**config.mk**
```make
export PLATFORM = sky130hd
export DESIGN_NAME = turn_stalk_debounce_tapper_core
export DESIGN_NICKNAME = d
export VERILOG_FILES = /design/src/hdl/tsdt_pkg.sv /design/src/hdl/tsdt_debounce.sv /design/src/hdl/tsdt_direction.sv /design/src/hdl/turn_stalk_debounce_tapper_core.sv
export SDC_FILE = /design/constraint.sdc
export NUM_CORES = 1
export LEC_CHECK = 0
export ABC_AREA = 1
export BUFFER_PORTS_ARGS = -buffer_cell sky130_fd_sc_hd__buf_2
export CORE_MARGIN = 8
export CORE_UTILIZATION = 57
export CTS_BUF_LIST = sky130_fd_sc_hd__clkbuf_4 sky130_fd_sc_hd__clkbuf_8
export CTS_CLUSTER_DIAMETER = 30
export DETAILED_ROUTE_END_ITERATION = 7
export PLACE_DENSITY = 0.79
export SLEW_MARGIN = 15
export SYNTH_ARGS = -nofsm -noshare
export SYNTH_HDL_FRONTEND = slang
export SYNTH_SLANG_ARGS = --single-unit
```
**constraint.sdc**
```tcl
create_clock -name clk_i -period 2.83 [get_ports clk_i]
set_input_delay 0.283 -clock clk_i [delete_from_list [all_inputs] [get_ports clk_i]]
set_output_delay 0.283 -clock clk_i [all_outputs]
set_load 0.01 [all_outputs]
```
**src/hdl/tsdt_pkg.sv**
```systemverilog
// ----------------------------------------------------------------------------
// tsdt_pkg
// Types and constants shared by the turn stalk debounce tapper.
// ----------------------------------------------------------------------------
package tsdt_pkg;

  localparam int unsigned QuietW    = 8;
  localparam int unsigned CooldownW = 16;
  localparam int unsigned CfgIdxW   = 2;
  localparam int unsigned CfgDataW  = 16;

  localparam logic [QuietW-1:0]    DebounceReset = 8'd25;
  localparam logic [CooldownW-1:0] CooldownReset = 16'd250;

  typedef enum logic [CfgIdxW-1:0] {
    CFG_DEBOUNCE = 2'd0,
    CFG_COOLDOWN = 2'd1
  } cfg_reg_e;

  typedef enum logic [1:0] {
    DIR_NEUTRAL = 2'd0,
    DIR_LEFT    = 2'd1,
    DIR_RIGHT   = 2'd2
  } dir_e;

  typedef struct packed {
    logic raw_left;
    logic raw_right;
    logic raw_hold;
  } in_item_t;

  typedef struct packed {
    logic       tap_left;
    logic       tap_right;
    logic       hold_pressed;
    logic [1:0] direction;
  } out_item_t;

  // Debouncer view after the current tick.
  typedef struct packed {
    logic stable;  // stable level, 1 = released
    logic fall;    // stable level just fell to pressed
  } deb_status_t;

endpackage

```
**src/hdl/tsdt_debounce.sv**
```systemverilog
// ----------------------------------------------------------------------------
// tsdt_debounce
// Quiet-tick debouncer for one active-low contact.
// ----------------------------------------------------------------------------
module tsdt_debounce
  import tsdt_pkg::*;
(
  input  logic              clk_i,
  input  logic              rst_ni,
  input  logic              advance_i,
  input  logic              raw_i,
  input  logic [QuietW-1:0] debounce_ticks_i,
  output deb_status_t       status_o
);

  logic              stable_q, stable_d;
  logic              prev_q, prev_d;
  logic [QuietW-1:0] quiet_q, quiet_d;
  logic              accept;

  always_comb begin
    if (raw_i != prev_q) begin
      quiet_d = '0;
    end else if (quiet_q != {QuietW{1'b1}}) begin
      quiet_d = quiet_q + 1'b1;
    end else begin
      quiet_d = quiet_q;
    end
    prev_d   = raw_i;
    accept   = (quiet_d > debounce_ticks_i) && (raw_i != stable_q);
    stable_d = accept ? raw_i : stable_q;
    status_o.stable = stable_d;
    status_o.fall   = accept && !raw_i;
  end

  always_ff @(posedge clk_i or negedge rst_ni) begin
    if (!rst_ni) begin
      stable_q <= 1'b1;
      prev_q   <= 1'b1;
      quiet_q  <= '0;
    end else if (advance_i) begin
      stable_q <= stable_d;
      prev_q   <= prev_d;
      quiet_q  <= quiet_d;
    end
  end

endmodule

```
**src/hdl/tsdt_direction.sv**
```systemverilog
// ----------------------------------------------------------------------------
// tsdt_direction
// Direction latch, neutral-return cooldown and tap generation.
// ----------------------------------------------------------------------------
module tsdt_direction
  import tsdt_pkg::*;
(
  input  logic                 clk_i,
  input  logic                 rst_ni,
  input  logic                 advance_i,
  input  deb_status_t          left_i,
  input  deb_status_t          right_i,
  input  logic [CooldownW-1:0] cooldown_ticks_i,
  output logic                 tap_left_o,
  output logic                 tap_right_o,
  output dir_e                 direction_o
);

  dir_e                 dir_q, dir_d, dir_edge;
  logic [CooldownW-1:0] since_q, since_d, since_inc;
  logic                 neutral;

  always_comb begin
    since_inc = (since_q != {CooldownW{1'b1}}) ? since_q + 1'b1 : since_q;

    // right wins when both sides fall in the same tick
    if (right_i.fall) begin
      dir_edge = DIR_RIGHT;
    end else if (left_i.fall) begin
      dir_edge = DIR_LEFT;
    end else begin
      dir_edge = dir_q;
    end

    neutral = left_i.stable && right_i.stable && (dir_edge != DIR_NEUTRAL) &&
              (since_inc > cooldown_ticks_i);

    tap_left_o  = left_i.fall  || (neutral && (dir_edge == DIR_LEFT));
    tap_right_o = right_i.fall || (neutral && (dir_edge == DIR_RIGHT));

    dir_d   = neutral ? DIR_NEUTRAL : dir_edge;
    since_d = neutral ? '0 : since_inc;
    direction_o = dir_d;
  end

  always_ff @(posedge clk_i or negedge rst_ni) begin
    if (!rst_ni) begin
      dir_q   <= DIR_NEUTRAL;
      since_q <= '0;
    end else if (advance_i) begin
      dir_q   <= dir_d;
      since_q <= since_d;
    end
  end

endmodule

```
**src/hdl/turn_stalk_debounce_tapper_core.sv**
```systemverilog
// ----------------------------------------------------------------------------
// turn_stalk_debounce_tapper_core
// Debounces the left/right turn stalk contacts and generates button taps.
// ----------------------------------------------------------------------------
// One item is one millisecond tick carrying the raw contact levels. Items
// pass an input register, combinational debounce and direction logic, and a
// result register. One item is taken every cycle unless the result side
// stalls; the per-tick state update (debounce counters, direction latch and
// cooldown counter) closes within that logic stage. Stall on the result side
// holds the result register and, once the input register is also full,
// stalls the input. Write the configuration registers only while idle.
module turn_stalk_debounce_tapper_core
  import tsdt_pkg::*;
(
  input  logic                clk_i,
  input  logic                rst_ni,
  input  logic                cfg_we_i,
  input  logic [CfgIdxW-1:0]  cfg_idx_i,
  input  logic [CfgDataW-1:0] cfg_data_i,
  input  logic                in_valid_i,
  output logic                in_stall_o,
  input  in_item_t            in_item_i,
  output logic                out_valid_o,
  input  logic                out_stall_i,
  output out_item_t           out_item_o
);

  logic [QuietW-1:0]    debounce_q;
  logic [CooldownW-1:0] cooldown_q;

  logic        in_valid_q;
  in_item_t    in_item_q;
  logic        out_valid_q;
  out_item_t   out_item_q, out_item_d;
  logic        out_free, advance;
  deb_status_t left_st, right_st;
  logic        tap_left, tap_right;
  dir_e        direction;

  assign out_free   = !out_valid_q || !out_stall_i;
  assign advance    = in_valid_q && out_free;
  assign in_stall_o = in_valid_q && !out_free;

  always_ff @(posedge clk_i or negedge rst_ni) begin
    if (!rst_ni) begin
      debounce_q <= DebounceReset;
      cooldown_q <= CooldownReset;
    end else if (cfg_we_i) begin
      if (cfg_idx_i == CFG_DEBOUNCE) begin
        debounce_q <= cfg_data_i[QuietW-1:0];
      end else if (cfg_idx_i == CFG_COOLDOWN) begin
        cooldown_q <= cfg_data_i[CooldownW-1:0];
      end
    end
  end

  // input register
  always_ff @(posedge clk_i or negedge rst_ni) begin
    if (!rst_ni) begin
      in_valid_q <= 1'b0;
    end else if (!in_stall_o) begin
      in_valid_q <= in_valid_i;
    end
  end

  always_ff @(posedge clk_i) begin
    if (in_valid_i && !in_stall_o) begin
      in_item_q <= in_item_i;
    end
  end

  tsdt_debounce u_deb_left (
    .clk_i            (clk_i),
    .rst_ni           (rst_ni),
    .advance_i        (advance),
    .raw_i            (in_item_q.raw_left),
    .debounce_ticks_i (debounce_q),
    .status_o         (left_st)
  );

  tsdt_debounce u_deb_right (
    .clk_i            (clk_i),
    .rst_ni           (rst_ni),
    .advance_i        (advance),
    .raw_i            (in_item_q.raw_right),
    .debounce_ticks_i (debounce_q),
    .status_o         (right_st)
  );

  tsdt_direction u_dir (
    .clk_i            (clk_i),
    .rst_ni           (rst_ni),
    .advance_i        (advance),
    .left_i           (left_st),
    .right_i          (right_st),
    .cooldown_ticks_i (cooldown_q),
    .tap_left_o       (tap_left),
    .tap_right_o      (tap_right),
    .direction_o      (direction)
  );

  always_comb begin
    out_item_d.tap_left     = tap_left;
    out_item_d.tap_right    = tap_right;
    out_item_d.hold_pressed = !in_item_q.raw_hold;
    out_item_d.direction    = direction;
  end

  // result register
  always_ff @(posedge clk_i or negedge rst_ni) begin
    if (!rst_ni) begin
      out_valid_q <= 1'b0;
    end else if (out_free) begin
      out_valid_q <= in_valid_q;
    end
  end

  always_ff @(posedge clk_i) begin
    if (advance) begin
      out_item_q <= out_item_d;
    end
  end

  assign out_valid_o = out_valid_q;
  assign out_item_o  = out_item_q;

endmodule

```
==> flow_summary.yaml, run 1 <==
floorplan:
  core_um2: 8050
  die_y_um: 106
  rows: 33
  die_area_um2: 11300
  ioPinCount: 33
  die_x_um: 106
  initial_core_util: 0.578
route:
  wirelength_mm: 12.8
  ant_nets: 0
  avgRoutedWirePerCell_um: 16.0
  drtIter0Drc: 340
  vias_per_cell: 5.53
  via_count: 4411
  drc: 0
  firstDrtPassIters: 6
logic_synthesis:
  synthSimpleGateAreaFrac: 0.282
  synth-xor-area-share: 0.0264
  synth_top_family_by_area: "simple AND/OR/NAND/NOR gates"
  syn_area_um2: 4650
  synth_area_per_cell_um2: 7.59
  synth_compound_area_frac: 0.105
  synthesis.nets: 674
  synthAdderAreaFrac: 0.0942
  yosysSeqAreaShare: 0.400
  yosysWarningCount: 0
  synth_seq_cells: 72
  async_flop_share: 0.889
  synth_edf_count: 8
  synthDistinctLibCells: 40
  synthMuxAreaShare: 0
  syn_inst: 613
  synth_ff_type: "dfrtp_1"
placed_design:
  dp_cells: 755
  io_buffers: 32
  hpwl_mm: 7.85
  gp_congestion: 0.867
finish:
  final_util: 0.727
  antenna_cells: 0
  fin_nets: 748
  layout.cells.non_filler: 797
  final_common_cell: "nand2_1"
  final_cell_mix: "160 x nand2_1, 82 x inv_1, 45 x dfrtp_1"
  drive_above_1_share: 0.308
  syn2layout_area_growth_pct: 25.9
sta:
  fin_ws_ns: -0.135
  whs_ns: 0.0881
  tightest_slew_ns: 0.851
  setup_viol: 20
  slew_violations: 0
  grt_setup_unrepaired: "yes"
  period_share: 1.05
  fin_tns_setup_ns: -1.74
  relSlewSlack: 0.432
  fmax_mhz: 337
  final_hold_viol_count: 0
  min_period_ns: 2.96
  fin_skew_ns: 0.0121
power_and_ir_drop:
  powerDensity_nw_per_um2: 660
  total_power_mw: 3.87
  p_leak_nw: 2.99
  ir_drop_mv: 0.420
setup_path:
  crit_type: "flip-flop to flip-flop"
  cp_max_fo: 8
  required_ns: 3.09
  worstPathArrival_ns: 3.23
  start_kind: "flip-flop"
  critPathCaptureType: "flip-flop"
grt:
  grt_first_pass_wirelength_mm: 19.2
  grt.total_usage: 0.210
  grt_start_max_net_pins: 56
  antenna_found_initial: 0
  grt_pass1_vias: 4176
  grt.overflow.total: 0
min_path:
  hold_path.class: "primary input to flip-flop"
clocking:
  clk_pin_slew_ns: 0.09
  clkSinkCount: 72
  worstSkewPairLatency_ns: 0.37
  numCtsBuffers: 9
  h-tree-depth: 3
  cts_buffer_depth: 2
  root_buffer: "clkbuf_8"
  cts_tree: "yes"
outcome:
  failed_checks: "negative setup slack"
  outcome: "finished with violations"
run:
  max_cap_viol_count: 0
flip-flops by register name, summed over array words and instances, names as in the netlist, 2 cells and up:
signal               cells
cooldown_q              16
debounce_q               8
in_item_q                3
out_item_o               5
u_deb_left.quiet_q       8
u_deb_right.quiet_q      8
u_dir.dir_q              2
u_dir.since_q           16
report_power, final:
group / internal, mW / leakage, nW / switching [mW] / total, mW
Sequential: 1.25 / 0.864 / 0.136 / 1.39
Clock: 0.587 / 0.117 / 0.454 / 1.04
Combinational: 0.560 / 2.01 / 0.879 / 1.44
Total: 2.40 / 2.99 / 1.47 / 3.87
cell families after synthesis:
| logic type | count (synthesis) |
|---|---|
| buffers and inverters | 108 |
| adder cells (fa/ha/maj) | 35 |
| XOR/XNOR | 14 |
| AO/OA/AOI/OAI | 91 |
| flip-flops | 72 |
| AND/OR/NAND/NOR | 293 |
cells in the mapped netlist, types with 4 or more instances:
library cell / n / area share
dfstp_2: 13 / 0.073
nand3_1: 24 / 0.026
nand2_1: 188 / 0.15
inv_1: 84 / 0.068
edfxtp_1: 8 / 0.052
nand4_1: 8 / 0.011
a21oi_2: 4 / 0.0075
nand3_2: 6 / 0.013
clkbuf_1: 10 / 0.0081
dfrtp_1: 51 / 0.27
a21oi_1: 32 / 0.034
o21ai_1: 9 / 0.0097
o21ai_0: 37 / 0.040
inv_2: 6 / 0.0048
xor2_1: 12 / 0.023
nor2_1: 44 / 0.036
ha_1: 35 / 0.094
layer usage:
| layer | routed length (um) | track usage | vias to the layer above |
|---|---|---|---|
| met3 | 816 | 0.0484 | 39 |
| met2 | 6460 | 0.343 | 193 |
| li1 | - | - | 2107 |
| met4 | 337 | 0.0894 | 0 |
| met5 | 0 | 0 | - |
| met1 | 5140 | 0.260 | 2072 |
path summary, 6_finish.rpt:
check	slack, ns	start	end	depth (start not counted)
setup / recovery	-0.13	u_dir.since_q[0]	u_dir.since_q[4]	21
hold / removal	0.09	in_item_i[0]	in_item_q[0]	1
setup reg to reg	-0.13	u_dir.since_q[0]	u_dir.since_q[4]	21
hold reg to reg	0.48	in_valid_q	out_valid_o	2
max in group asynchronous	1.64	rst_ni	u_deb_left.prev_q	3
min in group asynchronous	0.48	rst_ni	u_deb_left.quiet_q[7]	2
area by class of cell:
type                    count  area, um^2
flip-flops and latches     72        1870
clock inverters             7         119
fillers                   564        2200
multi-input cells         434        2720
well taps                 105         131
repair buffers             77         546
clock buffers               9         124
inverters                  93         352
metrics by stage:
stage / setup WS (ns) / cell area [um^2]
2_1_floorplan: 0.0778 / 4650
3_3_place_gp: 0.0128 / 5030
4_1_cts: 0.00262 / 5450
6_report: -0.135 / 5860
5_1_grt: -0.288 / 5860
3_5_place_dp: -0.0942 / 5030
repair_timing:
action,4_1_cts,5_1_grt
gates cloned,1,0
pin swaps,7,37
gates resized for setup,17,86
buffers inserted,13,10
endpoints found under the hold margin,11,0
hold buffers,1,0
endpoints found under the setup margin,21,23
worst max-delay path, stage by stage, from the launching register on:
cell     delay, ns
dfrtp_1       0.39
ha_2          0.21
nand2_2       0.07
nor2_4        0.18
nand3_4       0.15
nor2_4        0.14
nand3_2       0.08
o21ai_2       0.17
inv_1         0.06
ha_1          0.27
nand2_1       0.07
nor2_2        0.19
nand2_2       0.11
inv_2         0.06
nand2_2       0.06
nand2_2       0.06
nand3_2       0.07
nor2_4        0.11
buf_12        0.15
nand2_8       0.09
nand2_2       0.08
nand2_1       0.07
(Power assumes the default switching activity.)
==> run 2, diff against run 1 <==
--- a/config.mk
+++ b/config.mk
@@ -5,7 +5,6 @@
 export SDC_FILE = /design/constraint.sdc
 export NUM_CORES = 1
 export LEC_CHECK = 0
-export ABC_AREA = 1
 export BUFFER_PORTS_ARGS = -buffer_cell sky130_fd_sc_hd__buf_2
 export CORE_MARGIN = 8
 export CORE_UTILIZATION = 57
==> flow_summary.yaml, run 2 <==
outcome:
  outcome: "finished with violations"
  failed_checks: "negative setup slack"
logic_synthesis:
  yosys.area.top_type: "dfrtp_1"
  synth_area_per_cell_um2: 9.93
  netlist_top_cells_area: "dfrtp_1 28%, ha_1 9.7%, dfstp_2 7.6%, mux2_2 7.5%, edfxtp_1 5.3%"
  syn_area_um2: 4520
  synth_ff_type: "dfrtp_1"
  syn_inst: 455
  synth_seq_cells: 72
  yosysMostFrequentCell: "dfrtp_1"
  synth_edf_count: 8
  async_flop_share: 0.889
  synthesis.nets: 516
  synth.top_cell.area_share: 0.283
  yosysWarningCount: 0
  yosysSeqAreaShare: 0.411
  synth_common_cells: "51 x dfrtp_1, 46 x nand2_1, 35 x ha_1, 30 x inv_1, 30 x mux2_2"
  synthDistinctLibCells: 51
setup_path:
  start_kind: "flip-flop"
  critical-path-slowest-cell: "or4_4"
  required_ns: 2.95
  path_common_cell: "nor2_4"
  r2r_slack_ns: -0.63
  r2r_start: "u_dir.since_q[10]"
  cp_num_buf_inv: 2
  cpPeakStageDelay_ns: 0.58
  crit_type: "flip-flop to flip-flop"
  r2r-end: "out_item_o[3]"
  critical_path.top_delay_family: "simple AND/OR/NAND/NOR gates"
  worstPathArrival_ns: 3.58
  cp_max_fo: 5
  timing.reg2reg.worst_path_depth: 14
  critPathCaptureType: "flip-flop"
  cp_cell_sequence: "and4_4 > and3_4 > or3_4 > nor2_4 > xnor2_2 > inv_2 > ha_4 > nand4_1 > or4_4 > o211a_4 > o22ai_4 > buf_6 > nor2_4 > a31o_2"
finish:
  reg_top3: "cooldown_q x16, u_dir.since_q x16"
  fillers: 473
  fin_area_um2: 6030
  final_util: 0.784
  fin_nets: 651
  drive_above_1_share: 0.444
  layout.cells.non_filler: 697
  final_common_cell: "buf_4"
  final_cell_mix: "100 x buf_4, 51 x dfrtp_1, 41 x nand2_1"
  regArea_um2: 1860
  antenna_cells: 0
  multiInputGateArea_um2: 2750
  syn2layout_area_growth_pct: 33.5
sta:
  slew_violations: 0
  fin_ws_ns: -0.631
  whs_ns: 0.0965
  fin_tns_setup_ns: -12.51
  grt_setup_unrepaired: "yes"
  min_period_ns: 3.46
  fmax_mhz: 289
  period_share: 1.22
  final_hold_viol_count: 0
  relSlewSlack: 0.496
  tightest_slew_ns: 0.753
  setup_viol: 22
  fin_skew_ns: 0.0110
placed_design:
  hpwl_mm: 8.18
  place_area_um2: 5420
  dp_cells: 662
  post-place-ws_ns: -0.824
  io_buffers: 32
  gp_congestion: 0.889
clocking:
  h-tree-depth: 3
  clkSinkCount: 72
  worstSkewPairLatency_ns: 0.36
  cts_buffer_depth: 2
  clk_pin_slew_ns: 0.08
  root_buffer: "clkbuf_8"
  cts_tree: "yes"
  numCtsBuffers: 9
route:
  ant_nets: 0
  drtIter0Drc: 190
  wirelength_mm: 12.1
  drc: 0
  via_count: 4079
  firstDrtPassIters: 5
  vias_per_cell: 5.85
  avgRoutedWirePerCell_um: 17.4
power_and_ir_drop:
  ir_drop_mv: 0.417
  p_leak_nw: 2.78
  total_power_mw: 3.71
  powerDensity_nw_per_um2: 616
floorplan:
  die_y_um: 105
  core_um2: 7690
  die_area_um2: 11000
  die_x_um: 105
  ioPinCount: 33
  rows: 32
  initial_core_util: 0.588
grt:
  grt_start_max_net_pins: 32
  grt_pass1_vias: 4173
  grt_first_pass_wirelength_mm: 19.6
  use_met2: 0.375
  grt.overflow.total: 0
  grt.total_usage: 0.215
  antenna_found_initial: 0
  top_usage_layer: "met2"
  met1_usage: 0.241
  grt_use_met3: 0.0387
min_path:
  hold_path.class: "primary input to flip-flop"
  hp-start: "in_item_i[0]"
  holdPathStages: 1
  holdPathEnd: "in_item_q[0]"
run:
  max_cap_viol_count: 0
## run 2: changes by cell type after synthesis, moves of 7 or more
cell      previous run  this run
a21oi_1             32        22
nand3_1             24        17
xnor2_1              2        11
nand2_1            188        46
a211oi_1             1         8
nor2_1              44        26
o21ai_0             37        23
o21ai_1              9         0
inv_1               84        30
o31ai_1              0        10
mux2i_1              0         8
mux2_2               0        30
## run 2: per-layer routing
metal  vias to the layer above  part of all wire
met3                        60             0.044
met1                      1967              0.41
met5                         -                 0
met2                       144              0.50
li1                       1908                 -
met4                         0             0.050
## run 2: timing repair
item                                   4_1_cts  5_1_grt
cloned                                       1        0
endpoints found under the hold margin       18        0
resized for setup                           31       25
hold buffers                                 1        0
pin swaps                                   13       13
buffers inserted                            11        6
setup endpoints to repair                   22       23
## run 2: how the worst max path moves through the flow
stage	start	depth (start not counted)	to	slack, ns
detailed placement	u_deb_left.quiet_q[5]	13	u_dir.since_q[15]	-0.82
global route	u_dir.since_q[5]	17	u_dir.since_q[10]	-0.71
CTS	u_dir.since_q[10]	15	u_dir.since_q[10]	-0.53
finish	u_dir.since_q[10]	14	out_item_o[3]	-0.63
global placement	u_deb_left.quiet_q[5]	13	u_dir.since_q[15]	-0.74
floorplan	u_dir.since_q[8]	15	out_item_o[3]	-0.54
## run 2: logic make-up (layout without fill, tap and decap cells)
kind of cell,Yosys count,count (layout),share of synthesized area
AND/OR/NAND/NOR,143,143,0.158
AO/OA/AOI/OAI,102,102,0.162
flip-flops,72,72,0.411
buffers and inverters,45,185,0.0399
multiplexers,38,38,0.0925
adder cells (fa/ha/maj),35,35,0.0970
XOR/XNOR,20,20,0.0388
## run 2: power by group
part           leakage [nW]  total [mW]  switching [mW]  internal [mW]
Sequential            0.860        1.35           0.104           1.24
Combinational          1.82        1.54           0.824          0.719
Clock                0.0994       0.824           0.410          0.414
## run 2: area by class of cell
| class | instances | share of cell area |
|---|---|---|
| Clock buffer | 10 | 0.0218 |
| Clock inverter | 6 | 0.0102 |
| Inverter | 30 | 0.0187 |
| Multi-Input combinational cell | 338 | 0.456 |
| Sequential cell | 72 | 0.308 |
| Tap cell | 102 | 0.0212 |
| Timing Repair Buffer | 139 | 0.164 |
